### src/hw/rtl/cdq_pkg.sv
`default_nettype none
package cdq_pkg;

	typedef enum logic [1:0] {
		REQ_INSERT = 2'd0,
		REQ_REMOVE = 2'd1,
		REQ_LIST   = 2'd2,
		REQ_UNUSED = 2'd3
	} req_t;

	typedef enum logic [1:0] {
		STAT_OK    = 2'd0,
		STAT_FULL  = 2'd1,
		STAT_EMPTY = 2'd2
	} stat_t;

	localparam logic END_REAR  = 1'b0;
	localparam logic END_FRONT = 1'b1;

	typedef enum logic [3:0] {
		OP_NONE,
		OP_SKIP,
		OP_INS_REAR,
		OP_INS_FRONT,
		OP_REM_REAR,
		OP_REM_FRONT,
		OP_REJ_FULL,
		OP_REJ_EMPTY,
		OP_LIST_REAR,
		OP_LIST_FRONT,
		OP_LIST_STEP
	} op_t;

	typedef enum logic {
		S_IDLE,
		S_LIST
	} ctrl_state_t;

	typedef struct packed {
		op_t op;
	} cmd_t;

	typedef struct packed {
		logic full;
		logic empty;
		logic list_last;
		logic out_free;
	} dp_stat_t;

endpackage
`default_nettype wire

### src/hw/rtl/cdq_ctrl.sv
`default_nettype none
module cdq_ctrl (
	input  wire logic              clk,
	input  wire logic              arst_n,
	input  wire logic              in_valid,
	output logic                   in_ready,
	input  wire logic [1:0]        req_type,
	input  wire logic              which_end,
	input  wire cdq_pkg::dp_stat_t dp_stat,
	output cdq_pkg::cmd_t          cmd
);

	cdq_pkg::ctrl_state_t state_q, state_d;

	always_ff @(posedge clk or negedge arst_n) begin
		if (!arst_n) begin
			state_q <= cdq_pkg::S_IDLE;
		end else begin
			state_q <= state_d;
		end
	end

	always_comb begin
		state_d  = state_q;
		in_ready = 1'b0;
		cmd.op   = cdq_pkg::OP_NONE;
		case (state_q)
			cdq_pkg::S_IDLE: begin
				in_ready = dp_stat.out_free;
				if (in_valid && dp_stat.out_free) begin
					case (req_type)
						cdq_pkg::REQ_INSERT: begin
							if (dp_stat.full) begin
								cmd.op = cdq_pkg::OP_REJ_FULL;
							end else if (which_end == cdq_pkg::END_REAR) begin
								cmd.op = cdq_pkg::OP_INS_REAR;
							end else begin
								cmd.op = cdq_pkg::OP_INS_FRONT;
							end
						end
						cdq_pkg::REQ_REMOVE: begin
							if (dp_stat.empty) begin
								cmd.op = cdq_pkg::OP_REJ_EMPTY;
							end else if (which_end == cdq_pkg::END_REAR) begin
								cmd.op = cdq_pkg::OP_REM_REAR;
							end else begin
								cmd.op = cdq_pkg::OP_REM_FRONT;
							end
						end
						cdq_pkg::REQ_LIST: begin
							if (dp_stat.empty) begin
								cmd.op = cdq_pkg::OP_REJ_EMPTY;
							end else begin
								state_d = cdq_pkg::S_LIST;
								if (which_end == cdq_pkg::END_REAR) begin
									cmd.op = cdq_pkg::OP_LIST_REAR;
								end else begin
									cmd.op = cdq_pkg::OP_LIST_FRONT;
								end
							end
						end
						default: begin
							cmd.op = cdq_pkg::OP_SKIP;
						end
					endcase
				end
			end
			cdq_pkg::S_LIST: begin
				if (dp_stat.out_free) begin
					cmd.op = cdq_pkg::OP_LIST_STEP;
					if (dp_stat.list_last) begin
						state_d = cdq_pkg::S_IDLE;
					end
				end
			end
			default: begin
				state_d = cdq_pkg::S_IDLE;
			end
		endcase
	end

endmodule
`default_nettype wire

### src/hw/rtl/cdq_dp.sv
`default_nettype none
module cdq_dp #(
	parameter int DEPTH = 16
) (
	input  wire logic               clk,
	input  wire logic               arst_n,
	input  wire cdq_pkg::cmd_t      cmd,
	input  wire logic signed [31:0] item_value,
	output cdq_pkg::dp_stat_t       dp_stat,
	output logic                    out_valid,
	input  wire logic               out_ready,
	output logic signed [31:0]      elem_value,
	output logic [1:0]              status,
	output logic                    last_flag
);

	localparam int PW = (DEPTH > 2) ? $clog2(DEPTH) : 1;
	localparam logic [PW-1:0] LAST_IDX = PW'(DEPTH - 1);
	localparam logic [PW:0]   DEPTH_W  = (PW + 1)'(DEPTH);

	logic [31:0]   mem [DEPTH];
	logic [31:0]   rd_data_q;
	logic [PW-1:0] rear_q, front_q, lp_q, cnt_q;
	logic          dir_q;
	logic          out_valid_q;

	logic [PW-1:0] rear_inc, rear_dec, front_inc, front_dec, lp_inc, lp_dec, lp_next;
	logic [PW-1:0] rd_addr, wr_addr, count;
	logic [PW:0]   diff;
	logic          wr_en, load;
	logic [31:0]   res_elem;
	logic [1:0]    res_stat;

	function automatic logic [PW-1:0] ring_inc(input logic [PW-1:0] p);
		ring_inc = (p == LAST_IDX) ? '0 : p + 1'b1;
	endfunction

	function automatic logic [PW-1:0] ring_dec(input logic [PW-1:0] p);
		ring_dec = (p == '0) ? LAST_IDX : p - 1'b1;
	endfunction

	assign rear_inc  = ring_inc(rear_q);
	assign rear_dec  = ring_dec(rear_q);
	assign front_inc = ring_inc(front_q);
	assign front_dec = ring_dec(front_q);
	assign lp_inc    = ring_inc(lp_q);
	assign lp_dec    = ring_dec(lp_q);
	assign lp_next   = (dir_q == cdq_pkg::END_REAR) ? lp_dec : lp_inc;

	always_comb begin
		if (rear_q >= front_q) begin
			diff = {1'b0, rear_q} - {1'b0, front_q};
		end else begin
			diff = {1'b0, rear_q} + DEPTH_W - {1'b0, front_q};
		end
	end
	assign count = diff[PW-1:0];

	assign dp_stat.full      = (rear_inc == front_q);
	assign dp_stat.empty     = (rear_q == front_q);
	assign dp_stat.list_last = (cnt_q == PW'(1));
	assign dp_stat.out_free  = !out_valid_q || out_ready;

	always_comb begin
		wr_en    = 1'b0;
		wr_addr  = rear_inc;
		rd_addr  = lp_q;
		load     = 1'b1;
		res_elem = '0;
		res_stat = cdq_pkg::STAT_OK;
		case (cmd.op)
			cdq_pkg::OP_INS_REAR: begin
				wr_en = 1'b1;
			end
			cdq_pkg::OP_INS_FRONT: begin
				wr_en   = 1'b1;
				wr_addr = front_q;
			end
			cdq_pkg::OP_REJ_FULL: begin
				res_stat = cdq_pkg::STAT_FULL;
			end
			cdq_pkg::OP_REJ_EMPTY: begin
				res_stat = cdq_pkg::STAT_EMPTY;
			end
			cdq_pkg::OP_LIST_REAR: begin
				rd_addr = rear_q;
				load    = 1'b0;
			end
			cdq_pkg::OP_LIST_FRONT: begin
				rd_addr = front_inc;
				load    = 1'b0;
			end
			cdq_pkg::OP_LIST_STEP: begin
				rd_addr  = lp_next;
				res_elem = rd_data_q;
			end
			cdq_pkg::OP_REM_REAR, cdq_pkg::OP_REM_FRONT: begin
				load = 1'b1;
			end
			default: begin
				load = 1'b0;
			end
		endcase
	end

	always_ff @(posedge clk) begin
		if (wr_en) begin
			mem[wr_addr] <= item_value;
		end
		rd_data_q <= mem[rd_addr];
	end

	always_ff @(posedge clk or negedge arst_n) begin
		if (!arst_n) begin
			rear_q      <= '0;
			front_q     <= '0;
			out_valid_q <= 1'b0;
		end else begin
			case (cmd.op)
				cdq_pkg::OP_INS_REAR:  rear_q  <= rear_inc;
				cdq_pkg::OP_INS_FRONT: front_q <= front_dec;
				cdq_pkg::OP_REM_REAR:  rear_q  <= rear_dec;
				cdq_pkg::OP_REM_FRONT: front_q <= front_inc;
				default: begin
				end
			endcase
			if (load) begin
				out_valid_q <= 1'b1;
			end else if (out_ready) begin
				out_valid_q <= 1'b0;
			end
		end
	end

	// list walk pointer and remaining count
	always_ff @(posedge clk) begin
		case (cmd.op)
			cdq_pkg::OP_LIST_REAR: begin
				lp_q  <= rear_q;
				cnt_q <= count;
				dir_q <= cdq_pkg::END_REAR;
			end
			cdq_pkg::OP_LIST_FRONT: begin
				lp_q  <= front_inc;
				cnt_q <= count;
				dir_q <= cdq_pkg::END_FRONT;
			end
			cdq_pkg::OP_LIST_STEP: begin
				lp_q  <= lp_next;
				cnt_q <= cnt_q - 1'b1;
			end
			default: begin
			end
		endcase
		if (load) begin
			elem_value <= res_elem;
			status     <= res_stat;
			last_flag  <= (cmd.op != cdq_pkg::OP_LIST_STEP) || dp_stat.list_last;
		end
	end

	assign out_valid = out_valid_q;

	a_out_hold: assert property (@(posedge clk) disable iff (!arst_n)
		out_valid_q && !out_ready |=> out_valid_q)
		else $error("result dropped while stalled");

	a_ptr_range: assert property (@(posedge clk) disable iff (!arst_n)
		(rear_q <= LAST_IDX) && (front_q <= LAST_IDX))
		else $error("pointer out of ring");

	a_ins_not_full: assert property (@(posedge clk) disable iff (!arst_n)
		(cmd.op == cdq_pkg::OP_INS_REAR || cmd.op == cdq_pkg::OP_INS_FRONT) |-> !dp_stat.full)
		else $error("insert into full ring");

	a_step_count: assert property (@(posedge clk) disable iff (!arst_n)
		(cmd.op == cdq_pkg::OP_LIST_STEP) |-> (cnt_q != '0))
		else $error("list step with nothing left");

endmodule
`default_nettype wire

### src/hw/rtl/circular_deque_core.sv
`default_nettype none
// channel   | direction | handshake            | payload
// request   | in        | in_valid / in_ready  | req_type, which_end, item_value
// result    | out       | out_valid / out_ready| elem_value, status, last_flag
//
// insert, remove and rejected requests give one result each
// a list request first primes the registered read port, then gives one result per
// stored element per cycle while the result register is not stalled; the next
// request waits for the walk to end
// reset clears the rear and front pointers; slot contents are undefined until written
// a stalled result register holds and stops both the walk and new requests
module circular_deque_core #(
	parameter int DEPTH = 16
) (
	input  wire logic               clk,
	input  wire logic               arst_n,
	input  wire logic               in_valid,
	output logic                    in_ready,
	input  wire logic [1:0]         req_type,
	input  wire logic               which_end,
	input  wire logic signed [31:0] item_value,
	output logic                    out_valid,
	input  wire logic               out_ready,
	output logic signed [31:0]      elem_value,
	output logic [1:0]              status,
	output logic                    last_flag
);

	cdq_pkg::cmd_t     cmd;
	cdq_pkg::dp_stat_t dp_stat;

	cdq_ctrl u_ctrl (
		.clk       (clk),
		.arst_n    (arst_n),
		.in_valid  (in_valid),
		.in_ready  (in_ready),
		.req_type  (req_type),
		.which_end (which_end),
		.dp_stat   (dp_stat),
		.cmd       (cmd)
	);

	cdq_dp #(
		.DEPTH (DEPTH)
	) u_dp (
		.clk        (clk),
		.arst_n     (arst_n),
		.cmd        (cmd),
		.item_value (item_value),
		.dp_stat    (dp_stat),
		.out_valid  (out_valid),
		.out_ready  (out_ready),
		.elem_value (elem_value),
		.status     (status),
		.last_flag  (last_flag)
	);

endmodule
`default_nettype wire
### config.mk
export PLATFORM = sky130hd
export DESIGN_NAME = circular_deque_core
export DESIGN_NICKNAME = d
export VERILOG_FILES = /design/src/hw/rtl/cdq_pkg.sv /design/src/hw/rtl/cdq_ctrl.sv /design/src/hw/rtl/cdq_dp.sv /design/src/hw/rtl/circular_deque_core.sv
export SDC_FILE = /design/constraint.sdc
export NUM_CORES = 1
export LEC_CHECK = 0
export ABC_AREA = 1
export BUFFER_PORTS_ARGS = -buffer_cell sky130_fd_sc_hd__buf_2
export CAP_MARGIN = 20
export CORE_ASPECT_RATIO = 1.25
export CORE_MARGIN = 8
export CORE_UTILIZATION = 30
export CTS_BUF_LIST = sky130_fd_sc_hd__clkbuf_16
export CTS_CLUSTER_SIZE = 16
export DETAILED_ROUTE_END_ITERATION = 12
export PLACE_DENSITY_LB_ADDON = 0.2
export SYNTH_ARGS = -nofsm -noshare
export SYNTH_HDL_FRONTEND = slang
export SYNTH_SLANG_ARGS = --single-unit
export TNS_END_PERCENT = 5
### constraint.sdc
create_clock -name clk -period 8.7 [get_ports clk]
set_input_delay 0.435 -clock clk [delete_from_list [all_inputs] [get_ports clk]]
set_output_delay 0.435 -clock clk [all_outputs]
set_load 0.02 [all_outputs]
==> impl_results.md <==
* Status: finished, final reports clean
* Core Area at 86,900 um2
* Flops & latches, synth at 598
* Max rail drop VDD at 383 uV
* Reg clk slew, reported paths at 0.06 ns
* Async set-or-reset flop fraction in the synthesized netlist at 0.0167
* Reg2Reg Depth at 16
* Routability congestion estimate at 0.759
* Crit path cell chain: inv_1, nor2_1, inv_1, nand2_2, buf_4, inv_1, nor2_4, nand2_1, nor2_2, inv_2, nor2_2, inv_2, o21ai_1, nand3_1, nor2_4, buf_4
* Post-synth top area share at 0.632
* Worst path max stage delay at 0.65 ns
* Max_slew headroom at 0.266
* Power per cell area at 388 nW/um2
* Vias per inst at 4.66
* Setup TNS at 0 ns
* Post-synth top area cell: edfxtp_1
* Power Total at 11.6 mW
* Vias at 17,200
* Hold Fails Final Rpt at 0
* Pleak at 12.2 nW
* Mux share of post-synthesis cell area at 0.000382
* Commonest cells in the netlist: 595 x nand3_1, 552 x edfxtp_1, 458 x inv_1
* I/O pin count at 76
* Worst hold stages at 4
* Yosys warns at 0
* Data arrival, critical path at 5.04 ns
* Largest cells by area after synthesis: edfxtp_1 63%, nand3_1 11%, inv_1 6.6%
* GR Overflow Total at 0
* Area Overhead vs Synth at 14.6%
* Most common flop cell mapped by yosys: edfxtp_1
* Number of fill cells at 8,715
* First-pass GRT wire length at 109,000 um
* Die area at 97,200 um2
* Port Buf Inserts at 75
* Max-cap violations at 0
* Worst path most repeated cell: inv_1
* Max Freq at 0.208 GHz
* Area fraction in compound gates after synthesis at 0.00916
* DRC viols at 0
* Vias in the first global route at 17,100
* Die Y at 347 um
* Startpoint type of the worst setup path: flop
* CTS Buf Count at 66
* Largest family of logic cells by synthesized area: simple AND/OR/NAND/NOR gates
* Final core occ at 0.346
* Worst Path Required at 8.93 ns
* Syn Nets at 2,485
* WP depth at 16
* Post-synthesis cell type count at 43
* Post-synthesis adder-cell area fraction at 0.00697
* Syn Std Cell Area at 26,200 um2
* CTS tree: yes
* Nets at 2,528
* Max clock buf depth at 3
* Minimum clock period after layout at 4.80 ns
* Post-synth EDFFs at 552
* Pin count of the biggest net entering global routing at 107
* TritonRoute pass-1 iters at 5
* HPWL Detailed at 35,800 um
* Worst Hold Class: input pin to flop
* CP Capture Type: flop
* Drt total wl at 72,100 um
* TritonCTS Sinks at 598
* Layout cell share with drive strength beyond 1 at 0.0981
* Setup Skew at 0.0192 ns
* Worst slew pin tran at 1.10 ns
* Wirelength per Cell at 19.5 um
* Initial antenna violation count at 8
* Synthesized instance count at 2,432
* Count of final setup violators at 0
* Routed Antenna Nets at 0
* Die Width at 280 um
* Delay-heaviest family, CP: simple AND/OR/NAND/NOR gates
* Global Route Usage Sum at 0.147
* Top-count cell post-synth: nand3_1
* Detailed Route Iter0 Violations at 1,316
* Slew Viols, Final at 0
* Slowest-stage cell, CP: nor2_4
* Unrepaired setup endpoints after global routing: false
* Post-Synth Simple-Gate Area at 0.217
* Syn Area/Cell at 10.8 um2
* Synth Area in XOR/XNOR at 0.00463
* Post-synthesis sequential area ratio at 0.669
* Initial Utilization at 0.302
* Root Buffer: clkbuf_16
* WP buf/inv at 7
* Clk Latency, worst-skew pair at 0.60 ns
* CTS H-tree depth at 3
* # rows at 121
* Post-CTS setup buffer count at 0
* CP Max Fanout at 40
* Period utilization at 0.552
* Crit path kind: flop to flop
==> through the flow <==
step | instance area, um2 | instances | hold WS, ns | setup WS (ns)
floorplan | 26200 | 2432 | 0.139 | 4.62
global placement | 27800 | 3572 | 0.320 | 3.28
detailed placement | 27800 | 3573 | 0.324 | 3.24
CTS | 30000 | 3694 | 0.167 | 3.43
global route | 30000 | 3696 | 0.202 | 3.31
finish | 30100 | 3698 | 0.204 | 3.90
==> path summary, 6_finish.rpt <==
path                                                          end  slack, ns                  startpoint
worst min register to register  u_dp.elem_value[26]$_SDFFCE_PN0P_       0.54  u_dp.rd_data_q[26]$_DFF_P_
worst min-delay path                   u_dp.out_valid$_DFFE_PN0P_       0.20                   out_ready
worst max-delay path                     u_dp.mem[8][2]$_DFFE_PP_       3.90  u_dp.out_valid$_DFFE_PN0P_
min in group asynchronous              u_dp.rear_q[0]$_DFFE_PN0P_       0.25                      arst_n
max in group asynchronous             u_dp.front_q[1]$_DFFE_PN0P_       8.24                      arst_n
worst max register to register           u_dp.mem[8][2]$_DFFE_PP_       3.90  u_dp.out_valid$_DFFE_PN0P_
==> power by group <==
part,internal [mW],switching (mW),total (mW),leakage (nW)
clock,1.66,1.14,2.80,1.12
sequential,3.65,0.159,3.81,5.43
combinational,1.43,3.61,5.04,5.67
total,6.74,4.91,11.6,12.2
==> cell type report <==
cell class | count | area, um2 | area share
sequential | 598 | 17500 | 0.584
multi-input combinational | 1232 | 6430 | 0.214
clock buffer | 72 | 1800 | 0.0600
inverter | 464 | 1740 | 0.0580
tap | 1168 | 1460 | 0.0486
timing repair buffer | 113 | 696 | 0.0231
clock inverter | 48 | 365 | 0.0122
antenna | 3 | 7.51 | 0.000250
==> cell families (layout without fill, tap and decap cells) <==
group,count (synthesis),in the layout
compound gates,39,39
xor+xnor,13,13
fa+ha+maj,14,14
buf+inv,602,697
flops,598,598
mux,1,1
other cells,0,3
simple gates,1165,1165
==> worst reg2reg max path, cell delays in order (launching register included) <==
cell and delay [ns]:
dfrtp_1 0.34, inv_1 0.04, nor2_1 0.19, inv_1 0.10
nand2_2 0.07, buf_4 0.58, inv_1 0.35, nor2_4 0.27
nand2_1 0.09, nor2_2 0.24, inv_2 0.08, nor2_2 0.16
inv_2 0.10, o21ai_1 0.22, nand3_1 0.37, nor2_4 0.65
buf_4 0.57
==> registers in the layout, summed over array words and instances, names as in the netlist <==
register,flops
u_dp.out_valid,1
u_ctrl.state_q,1
u_dp.lp_q,4
u_dp.cnt_q,4
u_dp.rear_q,4
u_dp.status,2
u_dp.front_q,4
u_dp.rd_data_q,32
u_dp.last_flag,1
u_dp.dir_q,1
u_dp.mem,512
u_dp.elem_value,32
==> repair_timing <==
| action | 4_1_cts | 5_1_grt |
|---|---|---|
| hold buffers | 1 | 0 |
| hold endpoints to repair | 10 | 0 |
| resized for setup | 0 | 0 |
==> cells in the final DEF (no fill, tap or decap), types with 8 or more instances in the layout <==
| cell | Yosys | layout |
|---|---|---|
| nor2_1 | 66 | 50 |
| dfxtp_1 | 36 | 36 |
| o21ai_0 | 14 | 14 |
| nor2_4 | 4 | 20 |
| nand3_1 | 595 | 595 |
| inv_1 | 458 | 471 |
| nand3b_1 | 128 | 128 |
| buf_4 | 14 | 35 |
| clkbuf_16 | 0 | 72 |
| edfxtp_1 | 552 | 552 |
| clkinv_2 | 1 | 8 |
| nand2_1 | 351 | 347 |
| ha_1 | 13 | 13 |
| clkinv_1 | 0 | 16 |
| dfrtp_1 | 10 | 10 |
| buf_2 | 87 | 75 |
==> metal layers <==
metal	GRT usage	vias to the layer above	part of all wire
met3	0.0259	117	0.048
met4	0.0486	0	0.027
met5	0	-	0
li1	-	8227	-
met2	0.247	381	0.48
met1	0.190	8503	0.44
(Power assumes the default switching activity.)
